**config.mk**
```make
export PLATFORM = sky130hd
export DESIGN_NAME = mesh_packet_protobuf_decoder_core
export DESIGN_NICKNAME = d
export VERILOG_FILES = /design/src/hdl/mpd_pkg.sv /design/src/hdl/mesh_packet_protobuf_decoder_core.sv /design/src/hdl/mpd_front.sv /design/src/hdl/mpd_queue.sv /design/src/hdl/mpd_back.sv
export SDC_FILE = /design/constraint.sdc
export NUM_CORES = 1
export LEC_CHECK = 0
export BUFFER_PORTS_ARGS = -buffer_cell sky130_fd_sc_hd__buf_2
export CORE_ASPECT_RATIO = 2
export CORE_MARGIN = 2
export CORE_UTILIZATION = 47
export DETAILED_ROUTE_END_ITERATION = 7
export SYNTH_ARGS = -nofsm -noshare
export SYNTH_HDL_FRONTEND = slang
export SYNTH_SLANG_ARGS = --single-unit
```
**constraint.sdc**
```tcl
create_clock -name clk -period 11.4 [get_ports clk]
set_input_delay 2.28 -clock clk [delete_from_list [all_inputs] [get_ports clk]]
set_output_delay 2.28 -clock clk [all_outputs]
set_load 0.005 [all_outputs]
```
**src/hdl/mpd_pkg.sv**
```systemverilog
// Package for the mesh packet decoder: payload structs, codes and sizes.
// Depends on nothing; every module of the block imports it.
package mpd_pkg;

  localparam int MaxPayloadBytes = 256;
  localparam int MaxPacketBytes  = 512;

  typedef enum logic [1:0] {
    KIND_FIELD = 2'd0,
    KIND_START = 2'd1,
    KIND_BYTE  = 2'd2,
    KIND_END   = 2'd3
  } kind_t;

  localparam logic [2:0] ST_OK       = 3'd0;
  localparam logic [2:0] ST_TRUNC    = 3'd1;
  localparam logic [2:0] ST_LONG     = 3'd2;
  localparam logic [2:0] ST_WIRETYPE = 3'd3;
  localparam logic [2:0] ST_PAYLOAD  = 3'd4;
  localparam logic [2:0] ST_OVERRUN  = 3'd5;

  localparam logic [3:0] FC_FROM = 4'd0;
  localparam logic [3:0] FC_TO   = 4'd1;
  localparam logic [3:0] FC_ID   = 4'd2;
  localparam logic [3:0] FC_RXT  = 4'd3;
  localparam logic [3:0] FC_SNR  = 4'd4;
  localparam logic [3:0] FC_HOP  = 4'd5;
  localparam logic [3:0] FC_ACK  = 4'd6;
  localparam logic [3:0] FC_RSSI = 4'd7;
  localparam logic [3:0] FC_PORT = 4'd8;
  localparam logic [3:0] FC_PLEN = 4'd9;
  localparam logic [3:0] FC_WANT = 4'd10;

  typedef struct packed {
    logic [7:0] byte_in;
    logic       end_of_packet;
  } in_item_t;

  typedef struct packed {
    logic [1:0]  kind;
    logic [3:0]  field_code;
    logic [31:0] value;
    logic [2:0]  status;
    logic        final_item;
  } out_item_t;

  // Work produced by one byte: up to two result items.
  typedef struct packed {
    logic      has_a;
    out_item_t item_a;
    logic      has_b;
    out_item_t item_b;
  } job_t;

  localparam int QueueDepth = 4;
  localparam int QueueAw    = $clog2(QueueDepth);

endpackage

```
**src/hdl/mesh_packet_protobuf_decoder_core.sv**
```systemverilog
// Mesh packet protobuf decoder, top level: parser front, job queue, output back.
// Each result is written into the job queue before it is offered on the output.
// Throughput: one byte per cycle while the job queue is not full; a byte giving two results makes two output transfers.
// Bytes giving no result are dropped by the parser and use no queue slot.
// Reset (rst_n low, synchronous) clears parser state and empties the queue.
module mesh_packet_protobuf_decoder_core (
  input  logic               clk,
  input  logic               rst_n,
  input  logic               in_valid,
  output logic               in_ready,
  input  mpd_pkg::in_item_t  in_data,
  output logic               out_valid,
  input  logic               out_ready,
  output mpd_pkg::out_item_t out_data
);
  import mpd_pkg::*;

  job_t job, head;
  logic full, empty, pop, take;

  assign in_ready = !full;
  assign take     = in_valid && in_ready;

  mpd_front u_front (.clk, .rst_n, .take, .item(in_data), .job);

  mpd_queue u_queue (
    .clk, .rst_n, .push(take && (job.has_a || job.has_b)), .push_job(job),
    .full, .pop, .empty, .head
  );

  mpd_back u_back (.clk, .rst_n, .empty, .head, .pop, .out_valid, .out_ready, .out_data);
endmodule

```
**src/hdl/mpd_front.sv**
```systemverilog
// Front end: the byte-serial protobuf parser producing one job per byte.
// Depends on mpd_pkg.
module mpd_front (
  input  logic              clk,
  input  logic              rst_n,
  input  logic              take,
  input  mpd_pkg::in_item_t item,
  output mpd_pkg::job_t     job
);
  import mpd_pkg::*;

  typedef enum logic [5:0] {
    PH_TAG     = 6'b000001,
    PH_VARINT  = 6'b000010,
    PH_FIXED   = 6'b000100,
    PH_LEN     = 6'b001000,
    PH_SKIP    = 6'b010000,
    PH_PAYLOAD = 6'b100000
  } phase_t;

  phase_t      phase_r, phase_nxt;
  logic [63:0] vacc_r, vacc_nxt;
  logic [3:0]  vcnt_r, vcnt_nxt;
  logic [31:0] facc_r, facc_nxt;
  logic [2:0]  fcnt_r, fcnt_nxt;
  logic [31:0] field_r, field_nxt;
  logic        inside_r, inside_nxt;
  logic [9:0]  nest_r, nest_nxt;
  logic [9:0]  skip_r, skip_nxt;
  logic [8:0]  pay_r, pay_nxt;
  logic [2:0]  err_r, err_nxt;

  // Merged varint value including the current byte.
  logic [63:0] vfull;
  logic [6:0]  vshift;
  logic [63:0] vpart;
  logic [60:0] fnum;
  logic [2:0]  wt;
  logic        vlen_big;
  logic [2:0]  st;

  function automatic out_item_t mk(kind_t k, logic [3:0] c, logic [31:0] v);
    out_item_t o;
    o.kind = k;
    o.field_code = c;
    o.value = v;
    o.status = ST_OK;
    o.final_item = 1'b0;
    return o;
  endfunction

  always_comb begin
    vshift = 7'({3'd0, vcnt_r} * 7);
    vpart  = (vshift < 7'd64) ? ({57'd0, item.byte_in[6:0]} << vshift[5:0]) : 64'd0;
    vfull  = vacc_r | vpart;
    fnum   = vfull[63:3];
    wt     = vfull[2:0];
    vlen_big = (vfull > 64'(MaxPacketBytes));
  end

  // Next-state logic for one byte.
  always_comb begin
    logic was_inside;
    phase_nxt  = phase_r;
    vacc_nxt   = vacc_r;
    vcnt_nxt   = vcnt_r;
    facc_nxt   = facc_r;
    fcnt_nxt   = fcnt_r;
    field_nxt  = field_r;
    inside_nxt = inside_r;
    nest_nxt   = nest_r;
    skip_nxt   = skip_r;
    pay_nxt    = pay_r;
    err_nxt    = err_r;
    job        = '0;
    was_inside = inside_r;
    st         = ST_OK;

    if (err_r == ST_OK) begin
      if (was_inside && nest_r != 10'd0) nest_nxt = nest_r - 10'd1;
      unique case (phase_r)
        PH_TAG, PH_VARINT, PH_LEN: begin
          vacc_nxt = vfull;
          vcnt_nxt = vcnt_r + 4'd1;
          if (item.byte_in[7] && vcnt_r >= 4'd9) begin
            err_nxt = ST_LONG;
          end else if (!item.byte_in[7]) begin
            vacc_nxt  = '0;
            vcnt_nxt  = '0;
            phase_nxt = PH_TAG;
            if (phase_r == PH_TAG) begin
              // Tag complete: choose how to read the field.
              field_nxt = (fnum[60:32] != '0) ? 32'd0 : fnum[31:0];
              if (!inside_r) begin
                priority case (field_nxt)
                  32'd1, 32'd2, 32'd6, 32'd7, 32'd8: begin
                    facc_nxt = '0;
                    fcnt_nxt = '0;
                    phase_nxt = PH_FIXED;
                  end
                  32'd3, 32'd9, 32'd10, 32'd12: phase_nxt = PH_VARINT;
                  32'd4: if (wt == 3'd2) phase_nxt = PH_LEN; else err_nxt = ST_WIRETYPE;
                  default: begin
                    priority case (wt)
                      3'd0: phase_nxt = PH_VARINT;
                      3'd1: begin skip_nxt = 10'd8; phase_nxt = PH_SKIP; end
                      3'd2: phase_nxt = PH_LEN;
                      3'd5: begin skip_nxt = 10'd4; phase_nxt = PH_SKIP; end
                      default: err_nxt = ST_WIRETYPE;
                    endcase
                  end
                endcase
              end else begin
                priority case (field_nxt)
                  32'd1, 32'd3: phase_nxt = PH_VARINT;
                  32'd2: if (wt == 3'd2) phase_nxt = PH_LEN; else err_nxt = ST_WIRETYPE;
                  default: begin
                    priority case (wt)
                      3'd0: phase_nxt = PH_VARINT;
                      3'd1: begin skip_nxt = 10'd8; phase_nxt = PH_SKIP; end
                      3'd2: phase_nxt = PH_LEN;
                      3'd5: begin skip_nxt = 10'd4; phase_nxt = PH_SKIP; end
                      default: err_nxt = ST_WIRETYPE;
                    endcase
                  end
                endcase
              end
            end else if (phase_r == PH_VARINT) begin
              // Varint value complete.
              if (!inside_r) begin
                if (field_r == 32'd9) begin
                  job.has_a = 1'b1; job.item_a = mk(KIND_FIELD, FC_HOP, vfull[31:0]);
                end else if (field_r == 32'd10) begin
                  job.has_a = 1'b1;
                  job.item_a = mk(KIND_FIELD, FC_ACK, {31'd0, vfull != 64'd0});
                end else if (field_r == 32'd12) begin
                  job.has_a = 1'b1; job.item_a = mk(KIND_FIELD, FC_RSSI, vfull[31:0]);
                end
              end else begin
                if (field_r == 32'd1) begin
                  job.has_a = 1'b1; job.item_a = mk(KIND_FIELD, FC_PORT, vfull[31:0]);
                end else if (field_r == 32'd3) begin
                  job.has_a = 1'b1;
                  job.item_a = mk(KIND_FIELD, FC_WANT, {31'd0, vfull != 64'd0});
                end
              end
            end else begin
              // Length prefix complete, checked against the bytes left after this one.
              if (inside_r && vfull > {54'd0, nest_nxt}) begin
                err_nxt = ST_OVERRUN;
              end else if (vlen_big) begin
                err_nxt = ST_TRUNC;
              end else if (!inside_r && field_r == 32'd4) begin
                job.has_a = 1'b1; job.item_a = mk(KIND_START, 4'd0, 32'd0);
                if (vfull != 64'd0) begin
                  inside_nxt = 1'b1;
                  nest_nxt = vfull[9:0];
                end
              end else if (inside_r && field_r == 32'd2) begin
                if (vfull > 64'(MaxPayloadBytes)) begin
                  err_nxt = ST_PAYLOAD;
                end else begin
                  job.has_a = 1'b1;
                  job.item_a = mk(KIND_FIELD, FC_PLEN, vfull[31:0]);
                  pay_nxt = vfull[8:0];
                  if (vfull != 64'd0) phase_nxt = PH_PAYLOAD;
                end
              end else if (vfull != 64'd0) begin
                skip_nxt = vfull[9:0];
                phase_nxt = PH_SKIP;
              end
            end
          end
        end
        PH_FIXED: begin
          facc_nxt = facc_r | ({24'd0, item.byte_in} << {fcnt_r[1:0], 3'd0});
          fcnt_nxt = fcnt_r + 3'd1;
          if (fcnt_nxt >= 3'd4) begin
            job.has_a = 1'b1;
            priority case (field_r)
              32'd2:   job.item_a = mk(KIND_FIELD, FC_TO, facc_nxt);
              32'd6:   job.item_a = mk(KIND_FIELD, FC_ID, facc_nxt);
              32'd7:   job.item_a = mk(KIND_FIELD, FC_RXT, facc_nxt);
              32'd8:   job.item_a = mk(KIND_FIELD, FC_SNR, facc_nxt);
              default: job.item_a = mk(KIND_FIELD, FC_FROM, facc_nxt);
            endcase
            phase_nxt = PH_TAG;
          end
        end
        PH_SKIP: begin
          if (skip_r != 10'd0) skip_nxt = skip_r - 10'd1;
          if (skip_nxt == 10'd0) phase_nxt = PH_TAG;
        end
        PH_PAYLOAD: begin
          job.has_a = 1'b1;
          job.item_a = mk(KIND_BYTE, 4'd0, {24'd0, item.byte_in});
          if (pay_r != 9'd0) pay_nxt = pay_r - 9'd1;
          if (pay_nxt == 9'd0) phase_nxt = PH_TAG;
        end
        default: phase_nxt = PH_TAG;
      endcase
      // Nested message boundary.
      if (was_inside && err_nxt == ST_OK && nest_nxt == 10'd0) begin
        if (phase_nxt == PH_TAG && vcnt_nxt == 4'd0) inside_nxt = 1'b0;
        else err_nxt = ST_OVERRUN;
      end
    end

    // End status closes the packet and returns to reset state.
    if (item.end_of_packet) begin
      st = err_nxt;
      if (st == ST_OK && (inside_nxt || phase_nxt != PH_TAG || vcnt_nxt != 4'd0))
        st = ST_TRUNC;
      job.has_b = 1'b1;
      job.item_b = mk(KIND_END, 4'd0, 32'd0);
      job.item_b.status = st;
      job.item_b.final_item = 1'b1;
      phase_nxt = PH_TAG; vacc_nxt = '0; vcnt_nxt = '0; facc_nxt = '0;
      fcnt_nxt = '0; field_nxt = '0; inside_nxt = 1'b0; nest_nxt = '0;
      skip_nxt = '0; pay_nxt = '0; err_nxt = ST_OK;
    end
  end

  always_ff @(posedge clk) begin
    if (!rst_n) begin
      phase_r <= PH_TAG; vacc_r <= '0; vcnt_r <= '0; facc_r <= '0;
      fcnt_r <= '0; field_r <= '0; inside_r <= 1'b0; nest_r <= '0;
      skip_r <= '0; pay_r <= '0; err_r <= ST_OK;
    end else if (take) begin
      phase_r <= phase_nxt; vacc_r <= vacc_nxt; vcnt_r <= vcnt_nxt;
      facc_r <= facc_nxt; fcnt_r <= fcnt_nxt; field_r <= field_nxt;
      inside_r <= inside_nxt; nest_r <= nest_nxt; skip_r <= skip_nxt;
      pay_r <= pay_nxt; err_r <= err_nxt;
    end
  end
endmodule

```
**src/hdl/mpd_queue.sv**
```systemverilog
// Short job queue between the parser and the output sequencer.
// Depends on mpd_pkg.
module mpd_queue (
  input  logic          clk,
  input  logic          rst_n,
  input  logic          push,
  input  mpd_pkg::job_t push_job,
  output logic          full,
  input  logic          pop,
  output logic          empty,
  output mpd_pkg::job_t head
);
  import mpd_pkg::*;

  job_t             mem_r [QueueDepth];
  logic [QueueAw-1:0] wp_r, rp_r;
  logic [QueueAw:0]   cnt_r;

  assign full  = (cnt_r == (QueueAw+1)'(QueueDepth));
  assign empty = (cnt_r == '0);
  assign head  = mem_r[rp_r];

  always_ff @(posedge clk) begin
    if (push) mem_r[wp_r] <= push_job;
  end

  // Pointer and fill count update per transfer.
  always_ff @(posedge clk) begin
    if (!rst_n) begin
      wp_r <= '0; rp_r <= '0; cnt_r <= '0;
    end else begin
      if (push) wp_r <= wp_r + 1'b1;
      if (pop) rp_r <= rp_r + 1'b1;
      if (push && !pop) cnt_r <= cnt_r + 1'b1;
      else if (pop && !push) cnt_r <= cnt_r - 1'b1;
    end
  end
endmodule

```
**src/hdl/mpd_back.sv**
```systemverilog
// Back end: unpacks each job into its result items onto the output channel.
// Depends on mpd_pkg.
module mpd_back (
  input  logic               clk,
  input  logic               rst_n,
  input  logic               empty,
  input  mpd_pkg::job_t      head,
  output logic               pop,
  output logic               out_valid,
  input  logic               out_ready,
  output mpd_pkg::out_item_t out_data
);
  import mpd_pkg::*;

  // Set once the first item of a two-item job has been transferred.
  logic half_r;
  logic first_is_a, two;

  assign first_is_a = head.has_a && !half_r;
  assign two        = head.has_a && head.has_b;
  assign out_valid  = !empty;
  assign out_data   = first_is_a ? head.item_a : head.item_b;
  assign pop        = out_valid && out_ready && !(two && !half_r);

  always_ff @(posedge clk) begin
    if (!rst_n) half_r <= 1'b0;
    else if (out_valid && out_ready) half_r <= two && !half_r;
  end
endmodule

```
; ---- Word-level counts from Yosys, hierarchy flattened
; Memories as Yosys holds them, arrays and structs flattened. A register that Yosys moved wholly into a read port is not among the register bits.
; Cells that the tools add are included.
; Widths: inputs -> output; s select.
[word_totals]
input_bits = 13
mem_bits_rw = 344
reg_bits = 182
elab_cells = 322
memories = 1
output_inout_bits = 44
[memory_table]
columns = name, depth, width, rd, rd_clocked_by_memory_dff, wr, line_no
row1 = u_queue.mem_r, 4, 86, 1, 1, 1, mpd_queue.sv:15  ; job_t mem_r [QueueDepth];
[classes]
bitwise_logic = 2
n_mux = 167
n_lt_le_gt_ge = 6
multipliers = 1
n_addsub = 9
n_shift = 2
eq_ne = 54
n_reduce_logical = 65
[op_table]
columns = cell, n
row1 = $mux 43, 18
row2 = $mux 32, 14
row3 = $mux 64, 6
row4 = $mux 10, 31
row5 = $eq 32x4->1 const B, 8
row6 = $eq 32x3->1 const B, 6
row7 = $pmux 39 s4, 1
row8 = $pmux 43 s3, 1
row9 = $eq 32x2->1 const B, 4
row10 = $mux 9, 14
row11 = $mux 6, 17
row12 = $mux 3, 28
row13 = $eq 32x1->1 const B, 2
row14 = $gt 64x10->1, 1
row15 = $gt 64x10->1 const B, 1
row16 = $gt 64x9->1 const B, 1
row17 = $or 64x64->64, 1
row18 = $pmux 32 s2, 1
row19 = $reduce_bool 64->1, 1
row20 = $shl 7x6->64, 1
row21 = $mux 42, 1
row22 = $pmux 10 s2, 2
row23 = $or 32x32->32, 1
row24 = $shl 8x5->32, 1
row25 = 63 further kinds, 144

; ---- Longest topological paths before layout
[logic_depth]
depth_word = 33
ltp_mapped = 31
mapped_depth_nobuf = 29

; ---- Cells and area by module
; A second synthesis with hierarchy kept.
[hier_totals]
cells_unflattened = 2169
area_unflattened_um2 = 25814.8
[modules_own_cells]
columns = mod, cells_per_inst, area_each_um2, seq_area_each_um2, n_inst
row1 = mpd_queue, 493, 12888.6, 10510.1, 1
row2 = mpd_front, 1617, 12110.4, 3483.3, 1
row3 = mpd_back, 56, 790.8, 20.0, 1
row4 = mesh_packet_protobuf_decoder_core, 3, 25.0, 0.0, 1

; ---- Worst setup path before layout
; Ideal clock, no wire load.
[synth_timing]
path_type = input port to flip-flop
from = in in_data[3] in the netlist's numbering
to = mem u_queue.mem_r[0][1] in the netlist's numbering (enable)
cell_stages = 17
path_buffers = 0
setup_time_ns = 0.405
slack_ns = 4.365
arrival_ns = 6.631
t_required_ns = 10.995
cell_sequence = mux2_4 -> mux4_2 -> a21oi_2 -> inv_1 -> ha_1 -> a21o_1 -> a21o_1 -> a21o_1 -> a21oi_1 -> o31ai_1 -> and3_1 -> nor2_1 -> nand4_1 -> a31oi_1 -> o21bai_1 -> a21oi_2 -> and2_1
[synth_via]
elab_chain_len = 19
[synth_rtl]
columns = element, line_no
row1 = "start, declared", mesh_packet_protobuf_decoder_core.sv:11  ; input mpd_pkg::in_item_t in_data,
row2 = $shl 7x6->64 *, mpd_front.sv:54  ; vpart = (vshift < 7'd64) ? ({57'd0, item.byte_in[6:0]} << vshift[5:0]) : 64'd0;
row3 = $mux 64 *, mpd_front.sv:54
row4 = $or 64x64->64 *, mpd_front.sv:55  ; vfull = vacc_r | vpart;
row5 = $gt 64x9->1, mpd_front.sv:160  ; if (vfull > 64'(MaxPayloadBytes)) begin
row6 = $mux 43, mpd_front.sv:160
row7 = $mux 43, mpd_front.sv:159  ; end else if (inside_r && field_r == 32'd2) begin
row8 = $mux 43, mpd_front.sv:153  ; end else if (!inside_r && field_r == 32'd4) begin
row9 = $mux 43, mpd_front.sv:151  ; end else if (vlen_big) begin
row10 = (+4 left out), --
row11 = $mux 43 *, mpd_front.sv:85  ; if (item.byte_in[7] && vcnt_r >= 4'd9) begin
row12 = $pmux 43 s3 *, mpd_front.sv:81  ; unique case (phase_r)
row13 = $mux 43 *, mpd_front.sv:79  ; if (err_r == ST_OK) begin
row14 = $logic_or 1x1->1 *, mesh_packet_protobuf_decoder_core.sv:27  ; .clk, .rst_n, .push(take && (job.has_a || job.has_b)), .push_job(job),
row15 = $logic_and 1x1->1 *, mesh_packet_protobuf_decoder_core.sv:27
row16 = via u_queue.push, mpd_queue.sv:6  ; input logic push,
row17 = $mux 1 *, mpd_queue.sv:24  ; if (push) mem_r[wp_r] <= push_job;
row18 = $mux 1 (implied by the code) *, mpd_queue.sv:24
row19 = "end, declared", mpd_queue.sv:15
; Mark *: on every way through the listed nets, which the timed path passes. The rest lies on a longest branch.

; ---- Worst setup path after layout
[layout_timing]
from = reg u_front.vcnt_r[0]
to = reg u_queue.cnt_r[2]
[layout_via]
elab_chain_len = 21
[layout_rtl]
columns = element, line_no
row1 = "start, declared", mpd_front.sv:23  ; logic [3:0] vcnt_r, vcnt_nxt;
row2 = "start signal, assigned", mpd_front.sv:230  ; phase_r <= phase_nxt; vacc_r <= vacc_nxt; vcnt_r <= vcnt_nxt;
row3 = $mul 4x3->7, mpd_front.sv:53  ; vshift = 7'({3'd0, vcnt_r} * 7);
row4 = $lt 7x7->1 / $shl 7x6->64 (equally long branches), mpd_front.sv:54
row5 = $mux 64, mpd_front.sv:54
row6 = $or 64x64->64, mpd_front.sv:55
row7 = $gt 64x9->1, mpd_front.sv:160
row8 = $mux 43, mpd_front.sv:160
row9 = $mux 43, mpd_front.sv:159
row10 = $mux 43, mpd_front.sv:153
row11 = (+6 left out), --
row12 = $pmux 43 s3 *, mpd_front.sv:81
row13 = $mux 43 *, mpd_front.sv:79
row14 = $logic_or 1x1->1 *, mesh_packet_protobuf_decoder_core.sv:27
row15 = $logic_and 1x1->1 *, mesh_packet_protobuf_decoder_core.sv:27
row16 = via u_queue.push, mpd_queue.sv:6
row17 = $logic_not 1->1, mpd_queue.sv:35  ; else if (pop && !push) cnt_r <= cnt_r - 1'b1;
row18 = $logic_and 1x1->1, mpd_queue.sv:35
row19 = $reduce_bool 2->1 (no source line), --
row20 = "end signal, assigned", mpd_queue.sv:34  ; if (push && !pop) cnt_r <= cnt_r + 1'b1;
row21 = "end signal, assigned", mpd_queue.sv:35
row22 = "end, declared", mpd_queue.sv:17  ; logic [QueueAw:0] cnt_r;
; Marks and branches as above.
; A chain may end at the register's enable or synchronous reset.

==> impl_metrics.yaml <==
sta:
  slew_headroom_pct: 14.4
  setup_tns_ns: 0
  rsz0062_at_grt: "false"
  finalSetupViolations: 0
  timing_hold_violations_final: 0
  tightest_slew_ns: 1.27
  maxSlewViolCount: 0
  fin_crit_ns: 8.02
  fin_skew_ns: 0.0211
  timing.fmax_mhz: 125
  period_share_pct: 70.3
synth:
  syn_nets: 1988
  syn-cell-area_um2: 19100
  yosysTopAreaCell: "edfxtp_1"
  ys_types: 100
  synthAdderAreaFrac_pct: 2.49
  synth_compound_gate_area_share_pct: 18.5
  ys_warn_count: 0
  synth_top_family_by_area: "simple AND/OR/NAND/NOR gates"
  syn_area_per_cell_um2: 9.82
  yosys_register_bits: 356
  synth_cells: 1940
  async_reset_ff_share_pct: 0
  synth_area_leaders: "edfxtp_1 (27%), dfxtp_1 (19%), mux4_2 (5.4%)"
  ys.flop_type: "dfxtp_1"
  synth_seq_area_share_pct: 46.4
  synth-xor-area-share_pct: 1.46
  synth_top_area_share_pct: 27.1
  synth_common_cells: "dfxtp_1 (184), a21oi_1 (173), edfxtp_1 (172), nor2_1 (157), nor2b_1 (147)"
  synthMuxAreaShare_pct: 6.41
  synth_edf_count: 172
  synth_simple_gate_area_share_pct: 21.0
  synth_most_common_cell: "dfxtp_1"
cts:
  clk_latency_ns: 0.55
  postCtsResizedCells: 0
  clock-sinks: 356
  post-cts-setup-buffer-count: 0
  tritoncts: "yes"
  clockBufferDepth: 3
  cts.clk_slew.worst_paths_ns: 0.07
  hold_buffers: 0
  cts_htree_levels: 2
  numCtsBuffers: 34
  cts-root-buf: "clkbuf_16"
worst_setup_path:
  max_stage_delay_ns: 0.60
  path_buf_inv: 7
  cp_data_required_time_ns: 11.86
  crit_family: "adder cells"
  path_class: "reg -> reg"
  rrSetupSlack_ns: 3.38
  path_common_cell: "inv_1"
  end_kind: "register"
  start_kind: "register"
  critPathMaxFanout: 31
  crit_slowest_cell: "fa_1"
  cp.arrival_ns: 8.48
routing:
  ant_nets: 0
  drt_iter0_drc: 1441
  avgRoutedWirePerCell_um: 24.2
  routed_wl_um: 60500
  vias: 15845
  drc: 0
  routed_via_density: 6.34
  firstDrtPassIters: 6
layout:
  fill_cells: 3737
  drive_above_1_share_pct: 13.1
  area_growth_pct: 10.0
  design_area_um2: 21000
  num_antenna_cells: 0
  finalNetCount: 1991
power_and_ir_drop:
  peakVddDrop_mv: 0.117
  leakagePower_nw: 7.39
  powerDensity_nw_per_um2: 176
global_route:
  grt_pass1_wl_um: 91600
  grt_pass1_vias: 15557
  grt-ovfl-total: 0
  grt_antenna_before_repair: 0
  grt.total_usage_pct: 28.2
  grt_max_degree: 105
status:
  outcome: "finished, final reports clean"
place:
  place_area_um2: 19800
  portBuffers: 56
  gp_congestion: 1.06
  dpl.hpwl_um: 43100
floorplanning:
  die_width_um: 146
  chipHeight_um: 289
  core.rowCount: 104
  start_util_pct: 47.6
  die_area_um2: 42300
  core_um2: 40100
  ios: 57
worst_hold_path:
  hold_path_class: "reg -> reg"
job:
  max-cap-violations: 0
-- layer usage --
layer / wire (µm) / GRT usage (%) / up-vias
met3: 3120 / 3.43 / 230
met5: 0 / 0 / -
met2: 31400 / 52.2 / 670
met4: 4560 / 19.1 / 0
li1: - / - / 7225
met1: 21400 / 29.9 / 7720
-- per-stage QoR --
| stage | util, % | std cells | hold WS [ns] | worst slack [ns] | total power [mW] |
|---|---|---|---|---|---|
| 3_3_place_gp | 49.5 | 2437 | 0.447 | 3.49 | 2.53 |
| 2_1_floorplan | - | 1940 | 0.436 | 4.36 | 2.18 |
| 5_1_grt | 52.3 | 2499 | 0.494 | 2.93 | 3.84 |
| 6_report | 52.3 | 2499 | 0.469 | 3.38 | 3.68 |
| 4_1_cts | 52.3 | 2499 | 0.471 | 3.46 | 3.70 |
| 3_5_place_dp | 49.5 | 2437 | 0.453 | 3.40 | 2.54 |
-- worst register-to-register path, delay by kind of cell, from the launching register on --
kind / cells / cell delay, ns
adders and majority gates: 6 / 2.33
AOI/OAI and AO/OA: 7 / 1.93
and+or+nand+nor: 8 / 1.69
buffers and inverters: 7 / 1.49
DFF: 1 / 0.31
xor gates and xnor gates: 1 / 0.15
-- registers in the layout, indices dropped and copies added (netlist names), 6 cells and up, named ones only --
| signal | count |
|---|---|
| u_front.vacc_r | 64 |
| u_front.nest_r | 10 |
| u_queue.mem_r | 172 |
| u_front.phase_r | 6 |
| u_front.skip_r | 10 |
| u_front.field_r | 32 |
| u_front.facc_r | 32 |
| u_front.pay_r | 9 |
-- where the power goes --
group / switching, mW / leakage, nW / internal (mW) / total [mW]
clock: 0.513 / 0.545 / 0.652 / 1.17
combinational: 0.698 / 3.71 / 0.401 / 1.10
sequential: 0.0326 / 3.13 / 1.39 / 1.42
-- layout by cell type (no fill, tap or decap), types with 8 or more instances in the layout --
| cell | count |
|---|---|
| dfxtp_1 | 182 |
| a21oi_1 | 173 |
| edfxtp_1 | 172 |
| nor2_1 | 156 |
| nor2b_1 | 147 |
| nand2_1 | 135 |
| o21ai_0 | 79 |
| nor3_1 | 64 |
| a22oi_1 | 64 |
| buf_2 | 55 |
| mux4_2 | 46 |
| buf_4 | 42 |
| inv_1 | 39 |
| nand3_1 | 37 |
| and2_1 | 36 |
| clkbuf_16 | 34 |
| ha_1 | 30 |
| nor4_1 | 29 |
| nor3b_1 | 24 |
| o22a_1 | 18 |
| nand4_1 | 16 |
| o21ai_1 | 16 |
| xor2_1 | 15 |
| a21o_1 | 15 |
| xnor2_1 | 15 |
| o22ai_1 | 14 |
| or3_1 | 14 |
| and3_1 | 13 |
| a31oi_1 | 13 |
| or2_2 | 12 |
| nand2b_1 | 12 |
| o31ai_1 | 11 |
| mux2i_1 | 10 |
| a21boi_0 | 10 |
| o211ai_1 | 10 |
| a211oi_1 | 8 |
| clkbuf_1 | 8 |
-- cell families after synthesis --
logic type	count (synthesis)
buf+inv	173
fa+ha+maj	35
compound gates	533
simple gates	749
xor+xnor	31
flops	356
mux	63
-- final cells by class --
cell class / instances / area [µm²] / share of cell area, %
Clock inverter: 17 / 219 / 1.04
Sequential cell: 356 / 8850 / 42.2
Timing Repair Buffer: 97 / 591 / 2.82
Inverter: 43 / 161 / 0.770
Clock buffer: 45 / 922 / 4.40
Multi-Input combinational cell: 1411 / 9560 / 45.6
Tap cell: 530 / 663 / 3.16
-- worst paths after layout --
kind | from | to | depth (start not counted)
max | u_front.vcnt_r[0]$_SDFFE_PN0P_ | u_queue.cnt_r[2]$_SDFFE_PN0P_ | 29
min | u_front.facc_r[31]$_SDFFE_PN0P_ | u_front.facc_r[31]$_SDFFE_PN0P_ | 2
min reg2reg | u_front.facc_r[31]$_SDFFE_PN0P_ | u_front.facc_r[31]$_SDFFE_PN0P_ | 2
max reg2reg | u_front.vcnt_r[0]$_SDFFE_PN0P_ | u_queue.cnt_r[2]$_SDFFE_PN0P_ | 29
No activity file was read; power rests on OpenSTA's default activity.
